--- src/s2x_fifo.sv ---
module s2x_fifo #(
  parameter int WIDTH = 8,
  parameter int DEPTH = 4
) (
  input  logic             clk_i,
  input  logic             rst_ni,
  input  logic             push_valid_i,
  output logic             push_ready_o,
  input  logic [WIDTH-1:0] push_data_i,
  output logic             pop_valid_o,
  input  logic             pop_ready_i,
  output logic [WIDTH-1:0] pop_data_o
);

  localparam int PtrW = (DEPTH > 1) ? $clog2(DEPTH) : 1;
  localparam int CntW = $clog2(DEPTH + 1);

  logic [WIDTH-1:0] mem_q [DEPTH];
  logic [PtrW-1:0]  wr_ptr_q, wr_ptr_d;
  logic [PtrW-1:0]  rd_ptr_q, rd_ptr_d;
  logic [CntW-1:0]  count_q, count_d;
  logic             push, pop;

  assign push_ready_o = (count_q != CntW'(DEPTH));
  assign pop_valid_o  = (count_q != '0);
  assign push         = push_valid_i && push_ready_o;
  assign pop          = pop_valid_o && pop_ready_i;
  assign pop_data_o   = mem_q[rd_ptr_q];

  always_comb begin
    wr_ptr_d = wr_ptr_q;
    rd_ptr_d = rd_ptr_q;
    if (push) begin
      wr_ptr_d = (wr_ptr_q == PtrW'(DEPTH - 1)) ? '0 : wr_ptr_q + PtrW'(1);
    end
    if (pop) begin
      rd_ptr_d = (rd_ptr_q == PtrW'(DEPTH - 1)) ? '0 : rd_ptr_q + PtrW'(1);
    end
    count_d = count_q + CntW'(push) - CntW'(pop);
  end

  always_ff @(posedge clk_i or negedge rst_ni) begin
    if (!rst_ni) begin
      wr_ptr_q <= '0;
      rd_ptr_q <= '0;
      count_q  <= '0;
    end else begin
      wr_ptr_q <= wr_ptr_d;
      rd_ptr_q <= rd_ptr_d;
      count_q  <= count_d;
    end
  end

  always_ff @(posedge clk_i) begin
    if (push) begin
      mem_q[wr_ptr_q] <= push_data_i;
    end
  end

  a_count_bound: assert property (@(posedge clk_i) disable iff (!rst_ni)
    int'(count_q) <= DEPTH)
    else $error("queue count beyond depth");

endmodule

--- config.mk ---
export PLATFORM = sky130hd
export DESIGN_NAME = s2x_fifo
export DESIGN_NICKNAME = d
export VERILOG_FILES = /design/src/s2x_fifo.sv
export SDC_FILE = /design/constraint.sdc
export NUM_CORES = 1
export LEC_CHECK = 0
export BUFFER_PORTS_ARGS = -buffer_cell sky130_fd_sc_hd__buf_4
export CELL_PAD_IN_SITES_DETAIL_PLACEMENT = 0
export CELL_PAD_IN_SITES_GLOBAL_PLACEMENT = 1
export CORE_UTILIZATION = 35
export CTS_BUF_LIST = sky130_fd_sc_hd__clkbuf_16
export CTS_CLUSTER_DIAMETER = 150
export CTS_CLUSTER_SIZE = 40
export DETAILED_ROUTE_END_ITERATION = 10
export GPL_ROUTABILITY_DRIVEN = 0
export PLACE_DENSITY = 0.71
export SLEW_MARGIN = 0
export SYNTH_ARGS = -nofsm -noshare
export SYNTH_HDL_FRONTEND = slang
export SYNTH_SLANG_ARGS = --single-unit
--- constraint.sdc ---
create_clock -name clk_i -period 2.69 [get_ports clk_i]
set_clock_uncertainty 0.1 [all_clocks]
set_input_delay 0.1345 -clock clk_i [delete_from_list [all_inputs] [get_ports clk_i]]
set_output_delay 0.1345 -clock clk_i [all_outputs]
set_load 0.005 [all_outputs]
Yosys cells after proc, flatten, opt, wreduce, memory -nomap -nowiden
Memories as Yosys holds them, arrays and structs flattened.
Cells that the tools add are included.
W data, S select, Z words.

storage, ports and cells
  register bits after elaboration = 7
  RAM bits = 32
  input port bits = 12
  output and inout port bits = 10
  memories kept = 1
  word-level logic and storage cells = 18

cells by class
  reduce and logical (&&, ||, !) cells = 3
  add/subtract/negate cells = 4
  multiplexer cells = 4
  eq/ne operators = 3

memories
  name   words  width  rd ports  clocked after memory_dff  write ports  RTL line  source
  mem_q  4      8      1         0                         1            18        logic [WIDTH-1:0] mem_q [DEPTH];

operators by type and width
  operator               count
  $add A2 B1 Y2 const B  2
  $eq A2 B2 Y1 const B   2
  $mux W2                2
  $add A3 B1 Y3          1
  $ne A3 B3 Y1 const B   1
  $reduce_bool A3 Y1     1
  $sub A3 B1 Y3          1
  $logic_and A1 B1 Y1    2
  $mux W1                2

Longest topological paths before layout
  word-level depth = 4
  depth in mapped cells = 10
  gate-level depth less buffers = 10

Worst setup path after synthesis
OpenSTA, ideal clock, no wires.

  path kind = register to register
  start point = register count_q[1]
  end point = register count_q[2]
  stages on the path, launching flop included = 11
  slack = 0.325 ns
  period minus slack after synthesis = 2.365 ns
  setup time = 0.123 ns
  arrival time = 2.143 ns
  required time = 2.467 ns
  path buffers = 0
  cell sequence = dfrtp_1 -> or3_2 -> nand2_1 -> inv_1 -> ha_1 -> inv_1 -> ha_1 -> inv_1 -> fa_1 -> xnor2_1 -> xnor2_1

between the ends
  elaborated cells between the ends (all ways) = 6
  those cells by class = add/sub (2); eq/ne (1); reduce/logical (3)

RTL lines
  element                 RTL line  source
  from (decl)             21        logic [CntW-1:0] count_q, count_d;
  from (signal assigned)  50        count_q <= count_d;
  $reduce_bool A3 Y1      25        assign pop_valid_o = (count_q != '0);
  named net pop_valid_o   10        output logic pop_valid_o,
  $logic_and A1 B1 Y1     27        assign pop = pop_valid_o && pop_ready_i;
  named net pop           22        logic push, pop;
  $sub A3 B1 Y3           39        count_d = count_q + CntW'(push) - CntW'(pop);
  named net count_d[2]    21

The timed path passes the listed nets, and every way through them passes these cells.
A chain may end at the register's enable or synchronous reset.

Worst setup path after layout
  start point = register count_q[1]
  end point = register count_q[2]

between the ends
  elaborated cells between the ends (all ways) = 6
  those cells by class = add/sub (2); eq/ne (1); reduce/logical (3)

RTL lines
  element               RTL line
  $reduce_bool A3 Y1    25
  $logic_and A1 B1 Y1   27
  named net pop         22
  $sub A3 B1 Y3         39
  named net count_d[2]  21

The timed path passes the listed nets, and every way through them passes these cells.

==> results by group <==
Die
  • Die Y: 69.6 µm
  • Total I/O pin count: 22
  • Starting density of the core: 0.364
  • Total die area: 4840 µm²
  • Core area: about 4400 µm²
  • Die width: 69.6 µm
  • Site Rows: 24

Routing
  • DRT iter0 DRCs: between 40 and 50
  • Drt pass-1 iters: 2
  • Count of vias placed by the detailed router: around 800
  • Post-route ant nets: 0
  • Per-cell routed wire length: 15.8 µm
  • Detail-routed via count per cell: 4.83
  • DRC violations left: 0
  • Total Routed Length: between 2000 and 3000 µm

Clock tree
  • TritonCTS clock tree: built
  • Clock slew at the register clock pins of the worst setup and hold paths: roughly 50 ps
  • Cts bufs inserted: 5
  • Max clock buf depth: 2
  • Latest clock arrival within the worst-skew pair: ~280 ps
  • Clk sinks: 39
  • Buffer type at the clock tree root: clkbuf_16
  • Number of setup buffers added after CTS: 0
  • Number of H-tree branching levels: 2

Timing
  • Final number of hold-violating endpoints: 0
  • Top achievable clock speed: 399 MHz
  • Sum of negative setup slack: 0 ps
  • Setup repair after global routing missed its margin: false
  • Final setup violating endpoints: 0
  • Final worst path period share: 0.931
  • Worst Setup Slack, final: between 150 and 200 ps
  • Minimum clock period: around 2500 ps
  • Worst-margin pin slew: 644 ps
  • Relative slew slack: 0.571
  • Number of max-slew violations in the final report: 0

Worst setup path
  • Endpoint of the lowest-slack register-to-register path: count_q[2]$_DFF_PN0_
  • Crit path capture type: flop
  • Critical setup path kind: reg2reg
  • Worst setup slack for register-to-register paths: 190 ps
  • Required time at the worst-slack endpoint: 2750 ps
  • Worst reg2reg path depth: 10
  • Max Fanout on Critical Path: 4
  • Critical Path Source Type: flop
  • Data arrival time at the worst-slack endpoint: 2570 ps
  • Startpoint of the most critical register-to-register path: count_q[1]$_DFF_PN0_

Finish
  • Util after Layout: 0.468
  • Ant diodes: 0
  • Area delta synth->final: 28.3%
  • Ratio of cells with drive above 1 in the final layout: 0.414
  • Final layout net count: 135

GRT
  • All-layer global routing usage: 0.124
  • Initial antenna violation count: 0
  • Global-route wire length before repair: 4360 µm
  • Vias in the first global route: 889
  • Maximum number of pins on one net before global-route repair: 13
  • Final global-route overflow total: 0

Power
  • Share of total power in the clock network: 0.252
  • Net switching component of the power: 603 µW
  • Power Dens Cells: 1060 nW/µm²
  • Maximum vdd ir drop: 0.508 mV
  • Fraction of power spent switching nets: 0.277
  • Sequential share of power: 0.443
  • Power Total: 2180 µW
  • Fraction of power consumed by combinational cells: 0.304
  • Leakage power of the design: 0.000795 µW
  • Internal: 1570 µW

Synth
  • Post-Synthesis Net Count: 100
  • Count leader, synth: edfxtp_1
  • Dominant synthesized flop cell: edfxtp_1
  • Proportion of register bits with asynchronous set or reset after synthesis: 0.179
  • Netlist cell types: 17
  • Synthesized cell area: around 1600 µm²
  • Commonest cells in the netlist: 32 x edfxtp_1, 8 x mux4_2, 7 x dfrtp_1, 7 x ha_1, 7 x inv_1
  • Synth warnings: 0
  • Number of enable-type register cells in the synthesized netlist: 32
  • Library cell with the largest summed area after synthesis: edfxtp_1
  • Seq/Total Area, Yosys: 0.711
  • FF+latch count, synth: 39
  • Proportion of netlist area held by the largest area contributor: 0.601
  • Syn_area_per_cell: 20.0 µm²
  • Cell count after synthesis: 80
  • Cell types occupying the most area after synthesis: edfxtp_1 60%, mux4_2 11%, dfrtp_1 11%

Placed design
  • Hpwl dp: roughly 1800 µm
  • Setup WS pre-CTS: around 200 ps
  • PortBufs: 21

Job
  • Max-capacitance violation count: 0

Outcome
  • Outcome: completed

Worst hold path
  • Path category of the worst min-delay check: in2async
## state kept, by name, indices dropped and copies added, names as in the netlist
name	cells
count_q	3
rd_ptr_q	2
wr_ptr_q	2
mem_q	32
## stage by stage
| stage | hold WS, ps | instances | instance area, µm² |
|---|---|---|---|
| 3_3_place_gp | -147 | 151 | 1810 |
| 6_report | 103 | 168 | 2050 |
| 2_1_floorplan | -261 | 80 | 1600 |
| 4_1_cts | 101 | 168 | 2040 |
| 3_5_place_dp | -147 | 151 | 1810 |
| 5_1_grt | 122 | 168 | 2050 |
## cell type report
cell class	instances	area [µm²]
tap	52	65.1
clock buffer	5	125
inverter	7	26.3
multi-input combinational	32	434
fill	395	2330
sequential	39	1140
clock inverter	3	15.0
timing repair buffer	30	248
## worst max-delay path by stage
| stage | startpoint | endpoint | slack, ps | depth (start not counted) |
|---|---|---|---|---|
| finish | count_q[1]$_DFF_PN0_ | count_q[2]$_DFF_PN0_ | 190 | 10 |
| global route | count_q[1]$_DFF_PN0_ | count_q[2]$_DFF_PN0_ | 20 | 10 |
| CTS | count_q[1]$_DFF_PN0_ | count_q[2]$_DFF_PN0_ | 170 | 10 |
| detailed placement | count_q[1]$_DFF_PN0_ | count_q[2]$_DFF_PN0_ | 200 | 10 |
| global placement | count_q[1]$_DFF_PN0_ | count_q[2]$_DFF_PN0_ | 300 | 10 |
| floorplan | count_q[1]$_DFF_PN0_ | count_q[2]$_DFF_PN0_ | 320 | 10 |
## power groups by stage
stage	Clock, µW	Combinational (µW)	Sequential (µW)
3_5_place_dp	0	650	976
4_1_cts	561	665	964
2_1_floorplan	0	474	882
3_3_place_gp	0	631	963
6_report	550	663	965
5_1_grt	589	742	989
## critical path, cell delays in order, from the launching register on
cell	delay [ps]
dfrtp_2	440
or3_2	470
nand2_1	140
inv_1	60
ha_1	260
inv_1	50
ha_1	130
inv_1	50
fa_1	400
xnor2_2	160
xnor2_1	120
## cell families after synthesis
family                   count (synthesis)  synth area share
AND/OR/NAND/NOR                         10            0.0431
adder cells (fa/ha/maj)                  8            0.0673
flip-flops                              39             0.711
buffers and inverters                    9            0.0219
multiplexers                            12             0.146
XOR/XNOR                                 2            0.0110
## per-layer routing
metal | vias to the layer above | share of wire | GRT usage
met5 | - | 0 | 0
met4 | 0 | 0.015 | 0.0544
met3 | 5 | 0.036 | 0.0392
met2 | 21 | 0.51 | 0.208
met1 | 412 | 0.44 | 0.145
li1 | 374 | - | -
## cell usage in the layout, fill, tap and decap left out
cell / count
dfrtp_1: 6
xnor2_2: 1
and3_2: 4
mux2_4: 2
edfxtp_1: 32
or3b_4: 1
dfrtp_2: 1
mux4_2: 8
nor2_1: 2
fa_1: 1
clkbuf_16: 5
or3_2: 1
and2_4: 1
ha_1: 7
mux2_2: 2
buf_4: 21
dlygate4sd3_1: 9
nand2_1: 1
inv_1: 7
clkinv_1: 2
xnor2_1: 1
clkinvlp_4: 1
## repair_timing
| action | CTS | global route |
|---|---|---|
| hold endpoints to repair | 39 | 0 |
| hold buffers | 9 | 0 |
| gates resized for setup | 0 | 2 |
| setup endpoints to repair | 0 | 1 |
No activity file was read; power rests on OpenSTA's default activity.
