File: src/s2x_pkg.sv
package s2x_pkg;

  localparam int PixW   = 24;
  localparam int CoordW = 8;
  localparam int DimW   = 9;
  localparam int MaxDim = 256;

  localparam logic [DimW-1:0] WidthRst  = 9'd160;
  localparam logic [DimW-1:0] HeightRst = 9'd144;

  // Blocks that one pixel can release, in output order.
  localparam int NumBlk  = 4;
  localparam int BlkNW   = 0;  // block (x-1, y-1)
  localparam int BlkN    = 1;  // block (x, y-1), row end only
  localparam int BlkW    = 2;  // block (x-1, y), last row only
  localparam int BlkSelf = 3;  // block (x, y), last pixel of the frame

  localparam int CfgIdxW = 2;

  typedef enum logic [CfgIdxW-1:0] {
    CfgFrameWidth  = 2'd0,
    CfgFrameHeight = 2'd1
  } cfg_reg_e;

  typedef struct packed {
    logic [PixW-1:0] pixel_value;
    logic            frame_start;
  } pix_beat_t;

  typedef struct packed {
    logic [CoordW-1:0] out_x;
    logic [CoordW-1:0] out_y;
    logic [PixW-1:0]   top_left;
    logic [PixW-1:0]   top_right;
    logic [PixW-1:0]   bottom_left;
    logic [PixW-1:0]   bottom_right;
    logic              last_of_run;
    logic              frame_done;
  } blk_beat_t;

  // One classified pixel with the column it brings into the window.
  typedef struct packed {
    logic [CoordW-1:0] x;
    logic [CoordW-1:0] y;
    logic [NumBlk-1:0] blocks;
    logic [PixW-1:0]   pix;
    logic [PixW-1:0]   up;
    logic [PixW-1:0]   mid;
  } item_t;

endpackage

File: src/s2x_if.sv


interface s2x_blk_if;
  logic                valid;
  logic                ready;
  s2x_pkg::blk_beat_t  data;

  modport source (output valid, output data, input ready);
  modport sink   (input valid, input data, output ready);
endinterface

File: src/s2x_back.sv
module s2x_back (
  input  logic            clk_i,
  input  logic            rst_ni,
  input  logic            item_valid_i,
  output logic            item_ready_o,
  input  s2x_pkg::item_t  item_i,
  s2x_blk_if.source       blk_o
);

  import s2x_pkg::*;

  logic [PixW-1:0]   win_q [3][3];
  logic              cur_valid_q;
  logic [CoordW-1:0] cur_x_q, cur_y_q;
  logic [NumBlk-1:0] cur_blocks_q;
  logic [NumBlk-1:0] low, rest, blocks_next;
  logic              r2, c2;
  logic              can_issue, issue, pop, cur_free;
  logic [CoordW-1:0] bx, by;
  logic [PixW-1:0]   pe, pb, pd, pf, ph;
  logic [PixW-1:0]   pb_raw, pd_raw, pf_raw, ph_raw;
  logic              out_valid_q;
  blk_beat_t         blk_q, blk_d;

  // Lowest pending block goes out first.
  assign low  = cur_blocks_q & (~cur_blocks_q + NumBlk'(1));
  assign rest = cur_blocks_q & ~low;
  assign c2   = low[BlkN] | low[BlkSelf];
  assign r2   = low[BlkW] | low[BlkSelf];

  assign can_issue    = !out_valid_q || blk_o.ready;
  assign issue        = cur_valid_q && (cur_blocks_q != '0) && can_issue;
  assign blocks_next  = issue ? rest : cur_blocks_q;
  assign cur_free     = !cur_valid_q || (blocks_next == '0);
  assign item_ready_o = cur_free;
  assign pop          = item_valid_i && cur_free;

  assign bx = c2 ? cur_x_q : cur_x_q - CoordW'(1);
  assign by = r2 ? cur_y_q : cur_y_q - CoordW'(1);

  // Centre sits at window row 1 or 2 and column 1 or 2; neighbours outside
  // the frame clamp to the centre.
  always_comb begin
    pe     = r2 ? (c2 ? win_q[2][2] : win_q[2][1]) : (c2 ? win_q[1][2] : win_q[1][1]);
    pb_raw = r2 ? (c2 ? win_q[1][2] : win_q[1][1]) : (c2 ? win_q[0][2] : win_q[0][1]);
    pd_raw = r2 ? (c2 ? win_q[2][1] : win_q[2][0]) : (c2 ? win_q[1][1] : win_q[1][0]);
    pf_raw = r2 ? win_q[2][2] : win_q[1][2];
    ph_raw = c2 ? win_q[2][2] : win_q[2][1];
    pb     = (by != '0) ? pb_raw : pe;
    pd     = (bx != '0) ? pd_raw : pe;
    pf     = !c2 ? pf_raw : pe;
    ph     = !r2 ? ph_raw : pe;

    blk_d              = '0;
    blk_d.out_x        = bx;
    blk_d.out_y        = by;
    blk_d.top_left     = pe;
    blk_d.top_right    = pe;
    blk_d.bottom_left  = pe;
    blk_d.bottom_right = pe;
    if ((pb != ph) && (pd != pf)) begin
      blk_d.top_left     = (pd == pb) ? pd : pe;
      blk_d.top_right    = (pb == pf) ? pf : pe;
      blk_d.bottom_left  = (pd == ph) ? pd : pe;
      blk_d.bottom_right = (ph == pf) ? pf : pe;
    end
    blk_d.last_of_run = (rest == '0);
    blk_d.frame_done  = low[BlkSelf];
  end

  always_ff @(posedge clk_i or negedge rst_ni) begin
    if (!rst_ni) begin
      cur_valid_q  <= 1'b0;
      cur_blocks_q <= '0;
      out_valid_q  <= 1'b0;
      for (int r = 0; r < 3; r++) begin
        for (int c = 0; c < 3; c++) begin
          win_q[r][c] <= '0;
        end
      end
    end else begin
      if (pop) begin
        cur_valid_q  <= 1'b1;
        cur_blocks_q <= item_i.blocks;
        for (int r = 0; r < 3; r++) begin
          win_q[r][0] <= win_q[r][1];
          win_q[r][1] <= win_q[r][2];
        end
        win_q[0][2] <= item_i.up;
        win_q[1][2] <= item_i.mid;
        win_q[2][2] <= item_i.pix;
      end else begin
        cur_valid_q  <= cur_valid_q && (blocks_next != '0);
        cur_blocks_q <= blocks_next;
      end
      if (issue) begin
        out_valid_q <= 1'b1;
      end else if (blk_o.ready) begin
        out_valid_q <= 1'b0;
      end
    end
  end

  always_ff @(posedge clk_i) begin
    if (pop) begin
      cur_x_q <= item_i.x;
      cur_y_q <= item_i.y;
    end
    if (issue) begin
      blk_q <= blk_d;
    end
  end

  assign blk_o.valid = out_valid_q;
  assign blk_o.data  = blk_q;

  a_blocks_shrink: assert property (@(posedge clk_i) disable iff (!rst_ni)
    cur_valid_q && !pop |=> ((cur_blocks_q & ~$past(cur_blocks_q)) == '0))
    else $error("pending blocks grew without a new pixel");

  a_issue_loads: assert property (@(posedge clk_i) disable iff (!rst_ni)
    issue |=> out_valid_q)
    else $error("issued block not held in the output register");

  a_done_is_last: assert property (@(posedge clk_i) disable iff (!rst_ni)
    out_valid_q && blk_q.frame_done |-> blk_q.last_of_run)
    else $error("frame end block is not the last of its pixel");

endmodule

File: src/flat_wrapper.sv
// flat-port wrapper written by rule: the top's interface ports become plain ports
module s2x_back_flat import s2x_pkg::*;
  (clk_i, rst_ni, item_valid_i, item_ready_o, item_i, blk_o_valid, blk_o_data, blk_o_ready);
  s2x_blk_if blk_o_i ();
  input  logic clk_i;
  input  logic rst_ni;
  input  logic item_valid_i;
  output logic item_ready_o;
  input  s2x_pkg::item_t item_i;
  output wire logic [$bits(blk_o_i.valid)-1:0] blk_o_valid;
  output wire logic [$bits(blk_o_i.data)-1:0] blk_o_data;
  input wire logic [$bits(blk_o_i.ready)-1:0] blk_o_ready;
  assign blk_o_valid = blk_o_i.valid;
  assign blk_o_data = blk_o_i.data;
  assign blk_o_i.ready = blk_o_ready;
  s2x_back u_core (.clk_i(clk_i), .rst_ni(rst_ni), .item_valid_i(item_valid_i), .item_ready_o(item_ready_o), .item_i(item_i), .blk_o(blk_o_i));
endmodule
File: config.mk
export PLATFORM = sky130hd
export DESIGN_NAME = s2x_back_flat
export DESIGN_NICKNAME = d
export VERILOG_FILES = /design/src/s2x_pkg.sv /design/src/s2x_if.sv /design/src/s2x_back.sv /design/src/flat_wrapper.sv
export SDC_FILE = /design/constraint.sdc
export NUM_CORES = 1
export LEC_CHECK = 0
export CORE_MARGIN = 1.5
export CORE_UTILIZATION = 65
export DETAILED_ROUTE_END_ITERATION = 10
export DONT_BUFFER_PORTS = 1
export PLACE_DENSITY_LB_ADDON = 0.12
export SETUP_SLACK_MARGIN = 0.5
export SLEW_MARGIN = 20
export SYNTH_ARGS = -nofsm -noshare
export SYNTH_HDL_FRONTEND = slang
export SYNTH_SLANG_ARGS = --single-unit
File: constraint.sdc
create_clock -name clk_i -period 5.7 [get_ports clk_i]
set_input_delay 0.855 -clock clk_i [delete_from_list [all_inputs] [get_ports clk_i]]
set_output_delay 0.855 -clock clk_i [all_outputs]
set_load 0.005 [all_outputs]
Word-level counts from Yosys, hierarchy flattened:

Index checks and enable logic that the tools add are counted.

* register bits: 328
* output and inout port bits: 116
* input bits: 96

* $add $sub $neg: 3
* bitwise logic cells: 6
* equality and inequality tests: 6
* reductions and logical operators: 16
* multiplexer cells: 25

Operators by type and width (number)
* two-way mux 24 bit: 17
* == test 24 bit: 4
* two-way mux 96 bit: 1
* != test 24 bit: 2
* two-way mux 8 bit: 2
* nonzero test 8 bit: 2
* subtractor 8 x 1 -> 8 bit (second input constant): 2
* AND 4 bit: 2
* logical NOT 4 bit: 2
* two-way mux 4 bit: 2
* NOT 4 bit: 2
* nonzero test 4 bit: 2
* logical AND 1 bit: 5
* adder 4 x 1 -> 4 bit (second input constant): 1
* two-way mux 1 bit: 3
* logical NOT 1 bit: 2
* logical OR 1 bit: 2
* OR 1 bit: 2
* nonzero test 2 bit: 1

Longest topological paths before layout:

* depth after elaboration: 10
* depth in mapped cells: 19
* gate-level depth less buffers: 13

Worst setup path before layout:

Ideal clock, no wire load.

* kind: flip-flop to flip-flop
* start: register u_core.cur_y_q[0]
* end: register u_core.blk_q (netlist bit u_core.blk_o.data[27]) (data pin)
* data required time: 5.440 ns
* stages on the path, launching flop included: 18
* slack: 1.365 ns
* period minus slack after synthesis: 4.335 ns
* path buffers: 4
* data arrival time: 4.075 ns
* path through: edfxtp_1 > inv_1 > ha_1 > clkbuf_1 > xnor2_1 > o2111ai_1 > a2111o_1 > a31o_1 > buf_6 > mux2i_1 > xor2_1 > or4_1 > or4_1 > and4b_1 > buf_4 > nor4_2 > buf_6 > mux2_4

RTL lines
* start: declaration: line s2x_back.sv:14 `logic [CoordW-1:0] cur_x_q, cur_y_q;`
* start signal: assignment: line s2x_back.sv:107 `cur_y_q <= item_i.y;`
* end signal: assignment: line s2x_back.sv:110 `blk_q <= blk_d;`
* end: declaration: line s2x_back.sv:23 `blk_beat_t blk_q, blk_d;`

==> results.py <==
metrics = {
    "layout": {
        "drive_above_1_share_pct": 11.0,
        "layout_commonest_cell": "nand2_1",
        "finalNonFillerCells": 2451,
        "area_growth_pct": 9.15,
        "finalInstanceArea_um2": 21600,
        "most-common-layout-cells": "584 x nand2_1, 198 x dfrtp_1, 184 x mux2i_1",
        "nets": 2132,
    },
    "clock_tree": {
        "cts-root-buf": "clkbuf_16",
        "cts_tree": "built",
        "clkTransAtPathRegs_ns": 0.06,
        "cts_sinks": 328,
        "clk_latency_ns": 0.54,
        "clockBufferDepth": 3,
        "numCtsBuffers": 36,
        "cts_max_level": 2,
    },
    "drt": {
        "drt_first_iter_violations": 2303,
        "drc": 0,
        "wl_per_cell_um": 26.9,
        "dr.pass1.iters": 6,
        "dr_total_vias": 16433,
        "wirelength_mm": 65.8,
        "viasPerCell": 6.70,
        "ant_nets": 0,
    },
    "timing": {
        "slew_viol_final": 0,
        "tightest_slew_ns": 1.07,
        "setup-violations-final": 0,
        "hold_violations": 0,
        "finalClockSkew_ns": 0.0313,
        "hold_ws_ns": 0.0182,
        "fin_setup_tns_ns": 0,
        "clock.fmax_mhz": 196,
        "fin_crit_ns": 5.11,
        "rsz0062_at_grt": "false",
        "final.period_utilization_pct": 89.6,
        "slew_headroom_pct": 26.7,
    },
    "critical_path": {
        "endpoint_kind": "register",
        "r2r-end": "u_core.blk_o.data[26]",
        "cp_slowest_cell": "or4_1",
        "worstSetupPathDepth": 15,
        "crit_type": "reg -> reg",
        "required_ns": 5.96,
        "cp_top_family": "simple AND/OR/NAND/NOR gates",
        "cp_slowest_stage_delay_ns": 0.53,
        "rrSetupSlack_ns": 0.59,
        "crit_buf_inv": 4,
        "path_common_cell": "buf_4",
        "cp_max_fo": 21,
        "critical_path_arrival_ns": 5.36,
        "critPathLaunchType": "register",
        "reg2reg_from": "u_core.cur_blocks_q[0]",
        "path_cells": "buf_4 > nor2_4 > nand2_2 > buf_4 > a21boi_4 > mux2i_1 > buf_4 > a221oi_1 > a21oi_1 > or4_1 > or4_1 > and4b_2 > nor4_4 > buf_4 > mux2_1",
        "r2r_cells": 15,
    },
    "placement": {
        "gp_congestion": 1.08,
        "hpwl_mm": 47.6,
        "place_area_um2": 20300,
        "io_buffers": 0,
        "dp.cells": 2376,
    },
    "synth": {
        "synth-main-ff-cell": "dfrtp_1",
        "yosysTopAreaCellShare_pct": 25.0,
        "syn-num-nets": 2133,
        "ys_warn_count": 0,
        "syn_inst": 2035,
        "ys_ff_latch": 328,
        "synth-edff-count": 130,
        "yosys.area.top_type": "dfrtp_1",
        "syn_area_um2": 19800,
        "synth_area_leaders": "dfrtp_1 25%, edfxtp_1 20%, nand2_1 11%",
        "synth_area_per_cell_um2": 9.75,
        "ys_types": 87,
        "synth-seq-area-share_pct": 44.7,
        "synth-async-reset-ratio_pct": 60.4,
    },
    "run": {
        "maxCapViolations": 0,
    },
    "floorplanning": {
        "rows": 63,
        "die_y_um": 178,
        "die_x_um": 178,
        "die_area_um2": 31600,
        "num_io_pins": 212,
        "core_um2": 29800,
        "initial_core_util_pct": 66.6,
    },
    "global_route": {
        "grt_max_degree": 199,
        "overflow": 0,
        "track_usage_pct": 42.1,
        "first_global_vias": 15674,
        "grt_pass1_wl_mm": 97.9,
        "antenna_found_initial": 0,
    },
    "run_status": {
        "status": "finished clean",
    },
    "hold_path": {
        "hp-class": "in -> async",
    },
}
==> flip-flops by register name, summed over array words and instances (netlist names) <==
register and flops:
u_core.win_q 192, u_core.blk_o.data 114, u_core.cur_x_q 8, u_core.cur_y_q 8, u_core.cur_blocks_q 4, u_core.blk_o.valid 1
u_core.cur_valid_q 1
==> cells by family after synthesis <==
| kind of cell | after synthesis | share of synthesized area [%] |
|---|---|---|
| AO/OA/AOI/OAI | 246 | 8.32 |
| flip-flops | 328 | 44.7 |
| buffers and inverters | 167 | 4.33 |
| multiplexers | 265 | 15.5 |
| AND/OR/NAND/NOR | 825 | 18.2 |
| adder cells (fa/ha/maj) | 3 | 0.177 |
| XOR/XNOR | 201 | 8.88 |
==> worst max path at each step <==
stage                                      start               endpoint  slack [ns]
after detailed placement       u_core.cur_x_q[0]  u_core.blk_o.data[64]        0.16
after CTS                 u_core.cur_blocks_q[1]  u_core.blk_o.data[64]        0.52
final                     u_core.cur_blocks_q[0]  u_core.blk_o.data[26]        0.59
after floorplan                u_core.cur_y_q[0]  u_core.blk_o.data[27]        1.36
after global routing      u_core.cur_blocks_q[1]  u_core.blk_o.data[26]        0.52
after global placement    u_core.cur_blocks_q[1]  u_core.blk_o.data[26]        0.37
==> area by class of cell <==
type	instances	area [um2]
Timing Repair Buffer	89	763
Multi-Input combinational cell	1540	10200
Inverter	39	154
Fill cell	2165	8150
Clock buffer	53	1030
Tap cell	390	488
Clock inverter	11	178
Sequential cell	328	8860
Antenna cell	1	2.50
==> timing repair <==
| action | 4_1_cts | 5_1_grt |
|---|---|---|
| pin swaps | 1 | 3 |
| setup endpoints to repair | 89 | 79 |
| resized for setup | 2 | 7 |
| hold buffers | 0 | 0 |
| setup buffers | 4 | 6 |
==> layer usage <==
metal	wire (um)	track usage, %	vias to the layer above
li1	-	-	7088
met1	26300	60.1	7970
met2	27900	60.6	1153
met3	7860	8.76	222
met4	3820	21.5	0
met5	0	0	-
==> synthesized netlist by cell type (26+ instances only) <==
| cell type | number |
|---|---|
| dfrtp_1 | 198 |
| nor3_1 | 26 |
| clkbuf_1 | 64 |
| and3_1 | 31 |
| mux2i_1 | 187 |
| inv_1 | 39 |
| nand2_1 | 585 |
| a21oi_1 | 68 |
| edfxtp_1 | 130 |
| nand3_1 | 43 |
| o21ai_0 | 49 |
| nor2_1 | 40 |
| xnor2_1 | 119 |
| xor2_1 | 82 |
==> stage by stage <==
step / utilization (%) / worst slack (ns)
detailed placement: 68.1 / 0.162
finish: 72.6 / 0.592
global route: 72.6 / 0.516
CTS: 72.3 / 0.524
global placement: 68.1 / 0.375
floorplan: - / 1.36
Power is not shown: default switching activity piles up to over one toggle a cycle in this logic, so the estimate is an artifact.
